## src/multi_channel_watchdog_table_defines.svh

```systemverilog
// ----------------------------------------------------------------------------
// multi_channel_watchdog_table_defines
// assertion macros shared by the watchdog table
// ----------------------------------------------------------------------------
`ifndef MULTI_CHANNEL_WATCHDOG_TABLE_DEFINES_SVH
`define MULTI_CHANNEL_WATCHDOG_TABLE_DEFINES_SVH

// same-cycle implication
`define MCWT_ASSERT_NOW(label, a, b) \
    label: assert property (@(posedge clk) disable iff (!rst_n) (a) |-> (b)) \
        else $error("watchdog table assertion failed");

// next-cycle implication
`define MCWT_ASSERT_NEXT(label, a, b) \
    label: assert property (@(posedge clk) disable iff (!rst_n) (a) |=> (b)) \
        else $error("watchdog table assertion failed");

`endif

```

## src/mcwt_pkg.sv

```systemverilog
// ----------------------------------------------------------------------------
// mcwt_pkg
// types and constants of the multi-channel watchdog table
// ----------------------------------------------------------------------------
package mcwt_pkg;

    localparam int ENTRIES = 8;
    localparam int IDX_W   = (ENTRIES > 1) ? $clog2(ENTRIES) : 1;
    localparam int CNT_W   = $clog2(ENTRIES + 1);

    typedef enum logic [1:0] {
        OP_REGISTER = 2'd0,
        OP_FEED     = 2'd1,
        OP_CHECK    = 2'd2,
        OP_QUERY    = 2'd3
    } op_t;

    localparam logic [1:0] STATUS_OK        = 2'd0;
    localparam logic [1:0] STATUS_FULL      = 2'd1;
    localparam logic [1:0] STATUS_NOT_FOUND = 2'd2;

    typedef enum logic [1:0] {
        ST_IDLE,
        ST_SCAN,
        ST_DONE
    } state_t;

    typedef struct packed {
        logic [31:0] id;
        logic [31:0] timeout;
        logic [31:0] last_feed;
        logic        healthy;
        logic [15:0] restarts;
    } entry_t;

    typedef struct packed {
        logic        id_match;
        logic        expired;
        logic [15:0] restarts_inc;
    } cmp_t;

endpackage

```

## src/mcwt_entry_table.sv

```systemverilog
// ----------------------------------------------------------------------------
// mcwt_entry_table
// generic single-port-write, single-port-read ram with registered read
// ----------------------------------------------------------------------------
module mcwt_entry_table
#(
    parameter int WIDTH = 8,
    parameter int DEPTH = 8
)
(
    input  logic                                     clk,
    input  logic                                     wr_en,
    input  logic [((DEPTH > 1) ? $clog2(DEPTH) : 1)-1:0] wr_addr,
    input  logic [WIDTH-1:0]                         wr_data,
    input  logic [((DEPTH > 1) ? $clog2(DEPTH) : 1)-1:0] rd_addr,
    output logic [WIDTH-1:0]                         rd_data
);

    logic [WIDTH-1:0] mem_reg [DEPTH];
    logic [WIDTH-1:0] rd_data_reg;

    always_ff @(posedge clk)
    begin
        if (wr_en)
        begin
            mem_reg[wr_addr] <= wr_data;
        end
        rd_data_reg <= mem_reg[rd_addr];
    end

    assign rd_data = rd_data_reg;

endmodule

```

## src/mcwt_cmp_unit.sv

```systemverilog
// ----------------------------------------------------------------------------
// mcwt_cmp_unit
// shared compare unit: id match, elapsed-time expiry, restart increment
// ----------------------------------------------------------------------------
module mcwt_cmp_unit
(
    input  mcwt_pkg::entry_t entry,
    input  logic [31:0]      client_id,
    input  logic [31:0]      now_ms,
    output mcwt_pkg::cmp_t   result
);

    logic [31:0] elapsed;

    always_comb
    begin
        elapsed             = now_ms - entry.last_feed;
        result.id_match     = (entry.id == client_id);
        result.expired      = (entry.timeout != 32'd0) && (elapsed > entry.timeout);
        result.restarts_inc = (entry.restarts == 16'hFFFF) ? entry.restarts
                                                          : entry.restarts + 16'd1;
    end

endmodule

```

## src/mcwt_ctrl.sv

```systemverilog
// ----------------------------------------------------------------------------
// mcwt_ctrl
// sequencer: walks the table one slot a cycle and holds the result
// ----------------------------------------------------------------------------
module mcwt_ctrl
(
    input  logic                       clk,
    input  logic                       rst_n,
    input  logic                       s_axis_tvalid,
    output logic                       s_axis_tready,
    input  logic [95:0]                s_axis_tdata,
    input  logic [1:0]                 s_axis_tuser,
    output logic                       m_axis_tvalid,
    input  logic                       m_axis_tready,
    output logic [39:0]                m_axis_tdata,
    output logic                       wr_en,
    output logic [mcwt_pkg::IDX_W-1:0] wr_idx,
    output mcwt_pkg::entry_t           wr_data,
    output logic [mcwt_pkg::IDX_W-1:0] rd_idx,
    input  mcwt_pkg::entry_t           rd_data,
    output logic [31:0]                cmp_id,
    output logic [31:0]                cmp_now,
    input  mcwt_pkg::cmp_t             cmp
);

    mcwt_pkg::state_t state_reg, state_next;
    mcwt_pkg::op_t    op_reg, op_next;
    logic [31:0] id_reg, id_next;
    logic [31:0] tmo_reg, tmo_next;
    logic [31:0] now_reg, now_next;
    logic [mcwt_pkg::CNT_W-1:0] count_reg, count_next;
    logic [mcwt_pkg::CNT_W-1:0] scan_reg, scan_next;
    logic [1:0]  status_reg, status_next;
    logic        healthy_reg, healthy_next;
    logic [15:0] restarts_reg, restarts_next;
    logic [7:0]  mask_reg, mask_next;
    logic [3:0]  xcount_reg, xcount_next;
    logic [2:0]  index_reg, index_next;
    logic        out_valid_reg, out_valid_next;
    logic [39:0] out_data_reg, out_data_next;
    logic        in_accept;
    logic        in_range;
    logic        out_free;

    assign in_accept = s_axis_tvalid && s_axis_tready;
    assign in_range  = (scan_reg < count_reg);
    assign out_free  = !out_valid_reg || m_axis_tready;
    // read one slot ahead so the registered read lines up with scan_reg
    assign rd_idx    = scan_next[mcwt_pkg::IDX_W-1:0];
    assign cmp_id    = id_reg;
    assign cmp_now   = now_reg;

    // next state
    always_comb
    begin
        state_next = state_reg;
        unique case (state_reg)
            mcwt_pkg::ST_IDLE:
            begin
                if (in_accept)
                begin
                    state_next = mcwt_pkg::ST_SCAN;
                end
            end
            mcwt_pkg::ST_SCAN:
            begin
                unique case (op_reg)
                    mcwt_pkg::OP_REGISTER:
                    begin
                        state_next = mcwt_pkg::ST_DONE;
                    end
                    mcwt_pkg::OP_CHECK:
                    begin
                        if (!in_range)
                        begin
                            state_next = mcwt_pkg::ST_DONE;
                        end
                    end
                    default:
                    begin
                        if (!in_range || cmp.id_match)
                        begin
                            state_next = mcwt_pkg::ST_DONE;
                        end
                    end
                endcase
            end
            mcwt_pkg::ST_DONE:
            begin
                if (out_free)
                begin
                    state_next = mcwt_pkg::ST_IDLE;
                end
            end
            default:
            begin
                state_next = mcwt_pkg::ST_IDLE;
            end
        endcase
    end

    // outputs and datapath
    always_comb
    begin
        s_axis_tready  = (state_reg == mcwt_pkg::ST_IDLE);
        m_axis_tvalid  = out_valid_reg;
        m_axis_tdata   = out_data_reg;
        op_next        = op_reg;
        id_next        = id_reg;
        tmo_next       = tmo_reg;
        now_next       = now_reg;
        count_next     = count_reg;
        scan_next      = scan_reg;
        status_next    = status_reg;
        healthy_next   = healthy_reg;
        restarts_next  = restarts_reg;
        mask_next      = mask_reg;
        xcount_next    = xcount_reg;
        index_next     = index_reg;
        out_valid_next = out_valid_reg;
        out_data_next  = out_data_reg;
        wr_en          = 1'b0;
        wr_idx         = scan_reg[mcwt_pkg::IDX_W-1:0];
        wr_data        = rd_data;

        if (out_valid_reg && m_axis_tready)
        begin
            out_valid_next = 1'b0;
        end

        unique case (state_reg)
            mcwt_pkg::ST_IDLE:
            begin
                if (in_accept)
                begin
                    op_next       = mcwt_pkg::op_t'(s_axis_tuser);
                    id_next       = s_axis_tdata[31:0];
                    tmo_next      = s_axis_tdata[63:32];
                    now_next      = s_axis_tdata[95:64];
                    scan_next     = '0;
                    status_next   = mcwt_pkg::STATUS_OK;
                    healthy_next  = 1'b0;
                    restarts_next = 16'd0;
                    mask_next     = 8'd0;
                    xcount_next   = 4'd0;
                    index_next    = 3'd0;
                end
            end
            mcwt_pkg::ST_SCAN:
            begin
                unique case (op_reg)
                    mcwt_pkg::OP_REGISTER:
                    begin
                        if (count_reg >= mcwt_pkg::CNT_W'(mcwt_pkg::ENTRIES))
                        begin
                            status_next = mcwt_pkg::STATUS_FULL;
                        end
                        else
                        begin
                            wr_en             = 1'b1;
                            wr_idx            = count_reg[mcwt_pkg::IDX_W-1:0];
                            wr_data.id        = id_reg;
                            wr_data.timeout   = tmo_reg;
                            wr_data.last_feed = now_reg;
                            wr_data.healthy   = 1'b1;
                            wr_data.restarts  = 16'd0;
                            index_next        = 3'(count_reg);
                            count_next        = count_reg + 1'b1;
                        end
                    end
                    mcwt_pkg::OP_CHECK:
                    begin
                        if (in_range)
                        begin
                            scan_next = scan_reg + 1'b1;
                            if (cmp.expired)
                            begin
                                wr_en             = 1'b1;
                                wr_data.healthy   = 1'b0;
                                wr_data.restarts  = cmp.restarts_inc;
                                wr_data.last_feed = now_reg;
                                if (32'(scan_reg) < 32'd8)
                                begin
                                    mask_next = mask_reg | (8'd1 << scan_reg);
                                end
                                if (xcount_reg != 4'hF)
                                begin
                                    xcount_next = xcount_reg + 4'd1;
                                end
                            end
                        end
                    end
                    default:
                    begin
                        if (!in_range)
                        begin
                            status_next = mcwt_pkg::STATUS_NOT_FOUND;
                        end
                        else if (cmp.id_match)
                        begin
                            index_next = 3'(scan_reg);
                            if (op_reg == mcwt_pkg::OP_FEED)
                            begin
                                wr_en             = 1'b1;
                                wr_data.last_feed = now_reg;
                                wr_data.healthy   = 1'b1;
                            end
                            else
                            begin
                                healthy_next  = rd_data.healthy;
                                restarts_next = rd_data.restarts;
                            end
                        end
                        else
                        begin
                            scan_next = scan_reg + 1'b1;
                        end
                    end
                endcase
            end
            mcwt_pkg::ST_DONE:
            begin
                if (out_free)
                begin
                    out_valid_next = 1'b1;
                    out_data_next  = {6'd0, index_reg, xcount_reg, mask_reg,
                                      restarts_reg, healthy_reg, status_reg};
                end
            end
            default:
            begin
            end
        endcase
    end

    always_ff @(posedge clk or negedge rst_n)
    begin
        if (!rst_n)
        begin
            state_reg     <= mcwt_pkg::ST_IDLE;
            count_reg     <= '0;
            out_valid_reg <= 1'b0;
        end
        else
        begin
            state_reg     <= state_next;
            count_reg     <= count_next;
            out_valid_reg <= out_valid_next;
        end
    end

    always_ff @(posedge clk)
    begin
        op_reg       <= op_next;
        id_reg       <= id_next;
        tmo_reg      <= tmo_next;
        now_reg      <= now_next;
        scan_reg     <= scan_next;
        status_reg   <= status_next;
        healthy_reg  <= healthy_next;
        restarts_reg <= restarts_next;
        mask_reg     <= mask_next;
        xcount_reg   <= xcount_next;
        index_reg    <= index_next;
        out_data_reg <= out_data_next;
    end

endmodule

```

## src/multi_channel_watchdog_table.sv

```systemverilog
// ----------------------------------------------------------------------------
// multi_channel_watchdog_table
// table of per-client watchdogs: register, feed, check and query
// register writes its slot directly; feed, query and check scan the slots in use one slot a cycle
// a new transaction is accepted only once the previous one has finished its scan
// the next transaction is taken while a finished result waits in the output register
// reset clears the entry count and the handshake state; slot contents are left as they are
// ----------------------------------------------------------------------------
`include "multi_channel_watchdog_table_defines.svh"

module multi_channel_watchdog_table
(
    input  logic        clk,
    input  logic        rst_n,
    input  logic        s_axis_tvalid,
    output logic        s_axis_tready,
    input  logic [95:0] s_axis_tdata,   // client_id, timeout_ms, now_ms
    input  logic [1:0]  s_axis_tuser,   // opcode
    output logic        m_axis_tvalid,
    input  logic        m_axis_tready,
    output logic [39:0] m_axis_tdata    // status, healthy, restart_count, expired_mask,
                                        // expired_count, entry_index, zero pad
);

    logic                       wr_en;
    logic [mcwt_pkg::IDX_W-1:0] wr_idx;
    mcwt_pkg::entry_t           wr_data;
    logic [mcwt_pkg::IDX_W-1:0] rd_idx;
    mcwt_pkg::entry_t           rd_data;
    logic [31:0]                cmp_id;
    logic [31:0]                cmp_now;
    mcwt_pkg::cmp_t             cmp;
    logic                       in_hs;
    logic                       rsp_error;
    logic                       mask_checkable;
    logic [27:0]                rsp_payload;
    logic [7:0]                 rsp_mask;
    logic [3:0]                 rsp_xcount;
    logic [2:0]                 rsp_index;

    mcwt_entry_table
    #(
        .WIDTH ($bits(mcwt_pkg::entry_t)),
        .DEPTH (mcwt_pkg::ENTRIES)
    )
    u_table
    (
        .clk     (clk),
        .wr_en   (wr_en),
        .wr_addr (wr_idx),
        .wr_data (wr_data),
        .rd_addr (rd_idx),
        .rd_data (rd_data)
    );

    mcwt_cmp_unit u_cmp
    (
        .entry     (rd_data),
        .client_id (cmp_id),
        .now_ms    (cmp_now),
        .result    (cmp)
    );

    mcwt_ctrl u_ctrl
    (
        .clk           (clk),
        .rst_n         (rst_n),
        .s_axis_tvalid (s_axis_tvalid),
        .s_axis_tready (s_axis_tready),
        .s_axis_tdata  (s_axis_tdata),
        .s_axis_tuser  (s_axis_tuser),
        .m_axis_tvalid (m_axis_tvalid),
        .m_axis_tready (m_axis_tready),
        .m_axis_tdata  (m_axis_tdata),
        .wr_en         (wr_en),
        .wr_idx        (wr_idx),
        .wr_data       (wr_data),
        .rd_idx        (rd_idx),
        .rd_data       (rd_data),
        .cmp_id        (cmp_id),
        .cmp_now       (cmp_now),
        .cmp           (cmp)
    );

    assign in_hs          = s_axis_tvalid && s_axis_tready;
    assign rsp_error      = m_axis_tvalid && (m_axis_tdata[1:0] != mcwt_pkg::STATUS_OK);
    assign mask_checkable = m_axis_tvalid && (mcwt_pkg::ENTRIES <= 8);
    assign rsp_payload    = m_axis_tdata[30:3];
    assign rsp_mask       = m_axis_tdata[26:19];
    assign rsp_xcount     = m_axis_tdata[30:27];
    assign rsp_index      = m_axis_tdata[33:31];

    `MCWT_ASSERT_NEXT(a_busy_after_accept, in_hs, !s_axis_tready)
    `MCWT_ASSERT_NOW(a_error_no_payload, rsp_error, (rsp_payload == 28'd0) && (rsp_index == 3'd0))
    `MCWT_ASSERT_NOW(a_mask_count, mask_checkable, $countones(rsp_mask) == 32'(rsp_xcount))

endmodule
```

## config.mk

```make
export PLATFORM = sky130hd
export DESIGN_NAME = multi_channel_watchdog_table
export DESIGN_NICKNAME = d
export VERILOG_FILES = /design/src/mcwt_pkg.sv /design/src/mcwt_entry_table.sv /design/src/mcwt_cmp_unit.sv /design/src/mcwt_ctrl.sv /design/src/multi_channel_watchdog_table.sv
export VERILOG_INCLUDE_DIRS = /design/src /design/src/src
export SDC_FILE = /design/constraint.sdc
export NUM_CORES = 2
export LEC_CHECK = 0
export BUFFER_PORTS_ARGS = -buffer_cell sky130_fd_sc_hd__buf_2
export CORE_MARGIN = 2
export CORE_UTILIZATION = 25
export DETAILED_ROUTE_END_ITERATION = 10
export PLACE_DENSITY_LB_ADDON = 0.3
export SYNTH_ARGS = -nofsm -noshare
export SYNTH_HDL_FRONTEND = slang
export SYNTH_SLANG_ARGS = --single-unit
```

## constraint.sdc

```tcl
create_clock -name clk -period 39.3 [get_ports clk]
set_input_delay 5.895 -clock clk [delete_from_list [all_inputs] [get_ports clk]]
set_output_delay 5.895 -clock clk [all_outputs]
set_load 0.01 [all_outputs]
```

==> results by group <==
Synth
  • Yosys top cell area share: between 60% and 70%
  • Number of flops mapped to enable cells by yosys: 1071
  • Yosys top cell by area: edfxtp_1
  • Synth area leaders: edfxtp_1, mux2i_1, dfxtp_1, mux2_2, ha_1
  • Ys Warns: 0
  • Post-synthesis cell type count: 64
  • Post-Syn Area: 48900 um^2
  • Post-Syn Instances: slightly below 3000
  • Post-synth ARST share: 0.586%
  • #FFs+latches synth: about 1200
  • Seq/Total Area, Yosys: about 71%
  • Synth Flop Type: edfxtp_1
  • Avg Synthesized Cell Area: 16.8 um^2

Die
  • Initial Utilization: 25.1%
  • Width of the die: 446 um
  • Std cell rows: 162
  • Die area: 199000 um^2
  • Core Area: 195000 um^2
  • Ports: between 100 and 150
  • Die Y: 446 um

Placed design
  • Global placer's final weighted congestion: 0.755
  • HPWL after DPL: 64.1 mm
  • Placed cell area: about 52000 um^2
  • Placement Setup Slack: 28.16 ns
  • IO Port Bufs: ~140

Hold path
  • Hold Startpoint: u_ctrl.healthy_reg$_SDFFCE_PN0P_
  • Hold Crit Class: reg2reg

Timing
  • Final Hold Fails: 0
  • Final setup margin: 29.00 ns
  • Min cycle time layout: 10.30 ns
  • F_max: 0.0971 GHz
  • Final worst-path cycle share: 26.2%
  • Slew Viols, Final: 0
  • Clock skew: 0.0690 ns
  • Slew margin rel.: 23.5%
  • Unrepaired setup endpoints after global routing: no
  • WHS: 0.386 ns
  • # setup viols final: 0
  • Worst-Margin Slew: approximately 1.1 ns
  • Sum Neg Setup Slack: 0 ns

Routing
  • Final wirelength: 114 mm
  • Drt drc: 0
  • Vias: ~24000
  • Initial DRC Count: 1513
  • First-pass DRT Iterations: 7
  • Number of routed nets with antenna violations: 0
  • Routed WL per cell: 19.9 um
  • Vias per cell: 4.26

Critical path
  • Crit path depth: 11
  • CP arrival: 10.90 ns
  • Crit end category: flop
  • Worst r2r dst: u_table.mem_reg[2][76]$_DFFE_PP_
  • CP cell instances: buf_2 -> nand2_1 -> inv_6 -> or3_1 -> and3_4 -> buf_12 -> buf_4 -> buf_4 -> mux2i_1 -> mux2i_1 -> mux2_2
  • Worst R2R Setup Slack: 30.02 ns
  • WP data required: 39.90 ns
  • Setup crit start: s_axis_tvalid
  • CP Buf/Inv Count: 5
  • Worst path slowest cell: buf_4
  • Worst-case reg-to-reg path depth: 24
  • Critical Path Source Type: input pin
  • Worst Setup EP: u_table.rd_data[73]$_DFF_P_
  • CP delay by family, top: buffers and inverters
  • CP max FO: 126
  • Max incr delay on CP: 0.84 ns
  • Crit Path Category: in2reg
  • R2r startpoint: u_ctrl.cmp_now[0]$_DFFE_PP_

Clock tree
  • CTS Sinks: 1194
  • Clk Latency, worst-skew pair: 0.76 ns
  • CTS H-tree depth: 3
  • Num CTS Buffers: 120
  • Clock-pin slew on the worst setup and hold paths: 0.06 ns
  • Clock Tree Root: clkbuf_16
  • CTS tree: done
  • Post-cts sizing count: 0
  • Clk buf depth: 3
  • Hold buffers post-CTS: 0
  • Post-CTS setup buffers: 0

Outcome
  • Status: finished, final reports clean

Power
  • Pwr per Cell Area: about 86 nW/um^2
  • Peak VDD IR: 0.116 mV
  • Leakage: 0.0212 uW
  • Total Power: 4870 uW

Final layout
  • Fin area: between 50000 and 60000 um^2
  • Nets: 3268
  • Fill count: approximately 19000
  • Synth-to-Final Area Change: 15.6%
  • Layout cells sized above 1: approximately 16%
  • Max reg flops: between 900 and 1000

Global route
  • Vias in the first global route: 25113
  • Overall routing resource usage: between 10% and 20%
  • Largest net degree at the start of global routing: 131
  • GRT overflow: 0
  • First-pass GRT wire length: between 150 and 200 mm
  • Initial antenna violation count: 13

Flow run
  • Max cap viols: 0
[Yosys cell counts, types with 3 or more instances]
cell type and n:
nand2b_1 6, a211oi_1 5, a31oi_1 11, o31a_1 4, buf_4 10, a41o_1 5
xor2_1 8, nand4_1 29, inv_1 87, o21ai_1 4, clkbuf_1 26, nand3_1 14
mux2i_1 681, a211o_1 3, dfrtp_1 7, nor3_1 28, a311oi_1 4, xnor2_1 55
a41oi_1 5, buf_1 8, and2_1 25, mux2_1 33, nor4_1 10, mux2_2 146
ha_1 76, edfxtp_1 1071, buf_6 24, o211ai_1 7, and3_1 12, o21a_1 5
nand2_1 98, buf_2 61, o21ai_0 53, or3_1 6, a21o_1 18, a21oi_1 57
nor2_1 46, o21bai_1 10, dfxtp_1 116, nor2b_1 8
[placed cells by master (no fill, tap or decap), types with 8 or more instances in the layout]
cell type | netlist | routed
mux2i_1 | 681 | 681
nand2_1 | 98 | 97
and3_1 | 12 | 11
dfxtp_1 | 116 | 116
xnor2_1 | 55 | 55
a21oi_1 | 57 | 57
clkbuf_1 | 26 | 34
o21ai_0 | 53 | 52
xor2_1 | 8 | 8
a31oi_1 | 11 | 11
nor3_2 | 0 | 8
clkbuf_8 | 0 | 15
clkinv_2 | 0 | 22
mux2_2 | 146 | 146
clkbuf_16 | 0 | 120
nor2_1 | 46 | 45
buf_4 | 10 | 33
and2_1 | 25 | 25
nor4_1 | 10 | 10
nand4_1 | 29 | 29
ha_1 | 76 | 76
inv_1 | 87 | 86
clkinv_1 | 0 | 15
nand3_1 | 14 | 14
buf_2 | 61 | 137
nor3_1 | 28 | 20
a21o_1 | 18 | 18
o21bai_1 | 10 | 10
edfxtp_1 | 1071 | 1071
bufinv_16 | 0 | 10
mux2_1 | 33 | 33
[cells by family (layout without fill, tap and decap cells)]
family                   Yosys count  after routing  synth area share, %
other                              1              7              0.00767
adder cells (fa/ha/maj)           77             77                 1.98
buffers and inverters            216            493                 2.26
XOR/XNOR                          63             63                 1.13
multiplexers                     860            860                 18.1
AO/OA/AOI/OAI                    212            212                 2.75
AND/OR/NAND/NOR                  292            292                 2.95
flip-flops                      1194           1194                 70.9
[layer usage]
metal	GRT usage, %	share of wire, %	up-vias	routed length (um)
met5	0	0.016	-	18
met4	2.72	1.7	2	1990
met3	1.73	3.2	134	3640
met2	19.5	49	391	56500
met1	14.8	46	12382	52200
li1	-	-	11558	-
[worst min-delay path by stage]
stage	cells past startpoint	to	slack [ns]
2_1_floorplan	0	u_ctrl.m_axis_tdata[0]$_DFFE_PP_	0.40
3_3_place_gp	0	u_ctrl.m_axis_tdata[3]$_DFFE_PP_	0.41
5_1_grt	0	u_ctrl.m_axis_tdata[2]$_DFFE_PP_	0.40
4_1_cts	0	u_ctrl.m_axis_tdata[2]$_DFFE_PP_	0.39
3_5_place_dp	0	u_ctrl.m_axis_tdata[16]$_DFFE_PP_	0.40
6_report	0	u_ctrl.m_axis_tdata[2]$_DFFE_PP_	0.39
[where the power goes]
part | total, uW | internal, uW | switching, uW
Clock | 1150 | 662 | 493
Combinational | 1870 | 791 | 1080
Sequential | 1840 | 1750 | 96.3
[final cells by class]
| cell class | instances | area (um^2) | share of cell area (%) |
|---|---|---|---|
| flip-flops and latches | 1194 | 34700 | 61.3 |
| inverters | 87 | 332 | 0.586 |
| multi-input cells | 1510 | 13300 | 23.5 |
| well taps | 2542 | 3180 | 5.63 |
| clock inverters | 61 | 709 | 1.25 |
| clock buffers | 169 | 3340 | 5.90 |
| diodes | 1 | 2.50 | 0.00443 |
| repair buffers | 176 | 1050 | 1.86 |
[per-stage QoR]
stage,utilization [%],cells
after floorplan,-,2920
after global placement,27.0,5509
after detailed placement,27.0,5509
after CTS,29.1,5739
after global routing,29.1,5740
final,29.1,5740
Note: power is estimated with default switching activity, not from simulation.
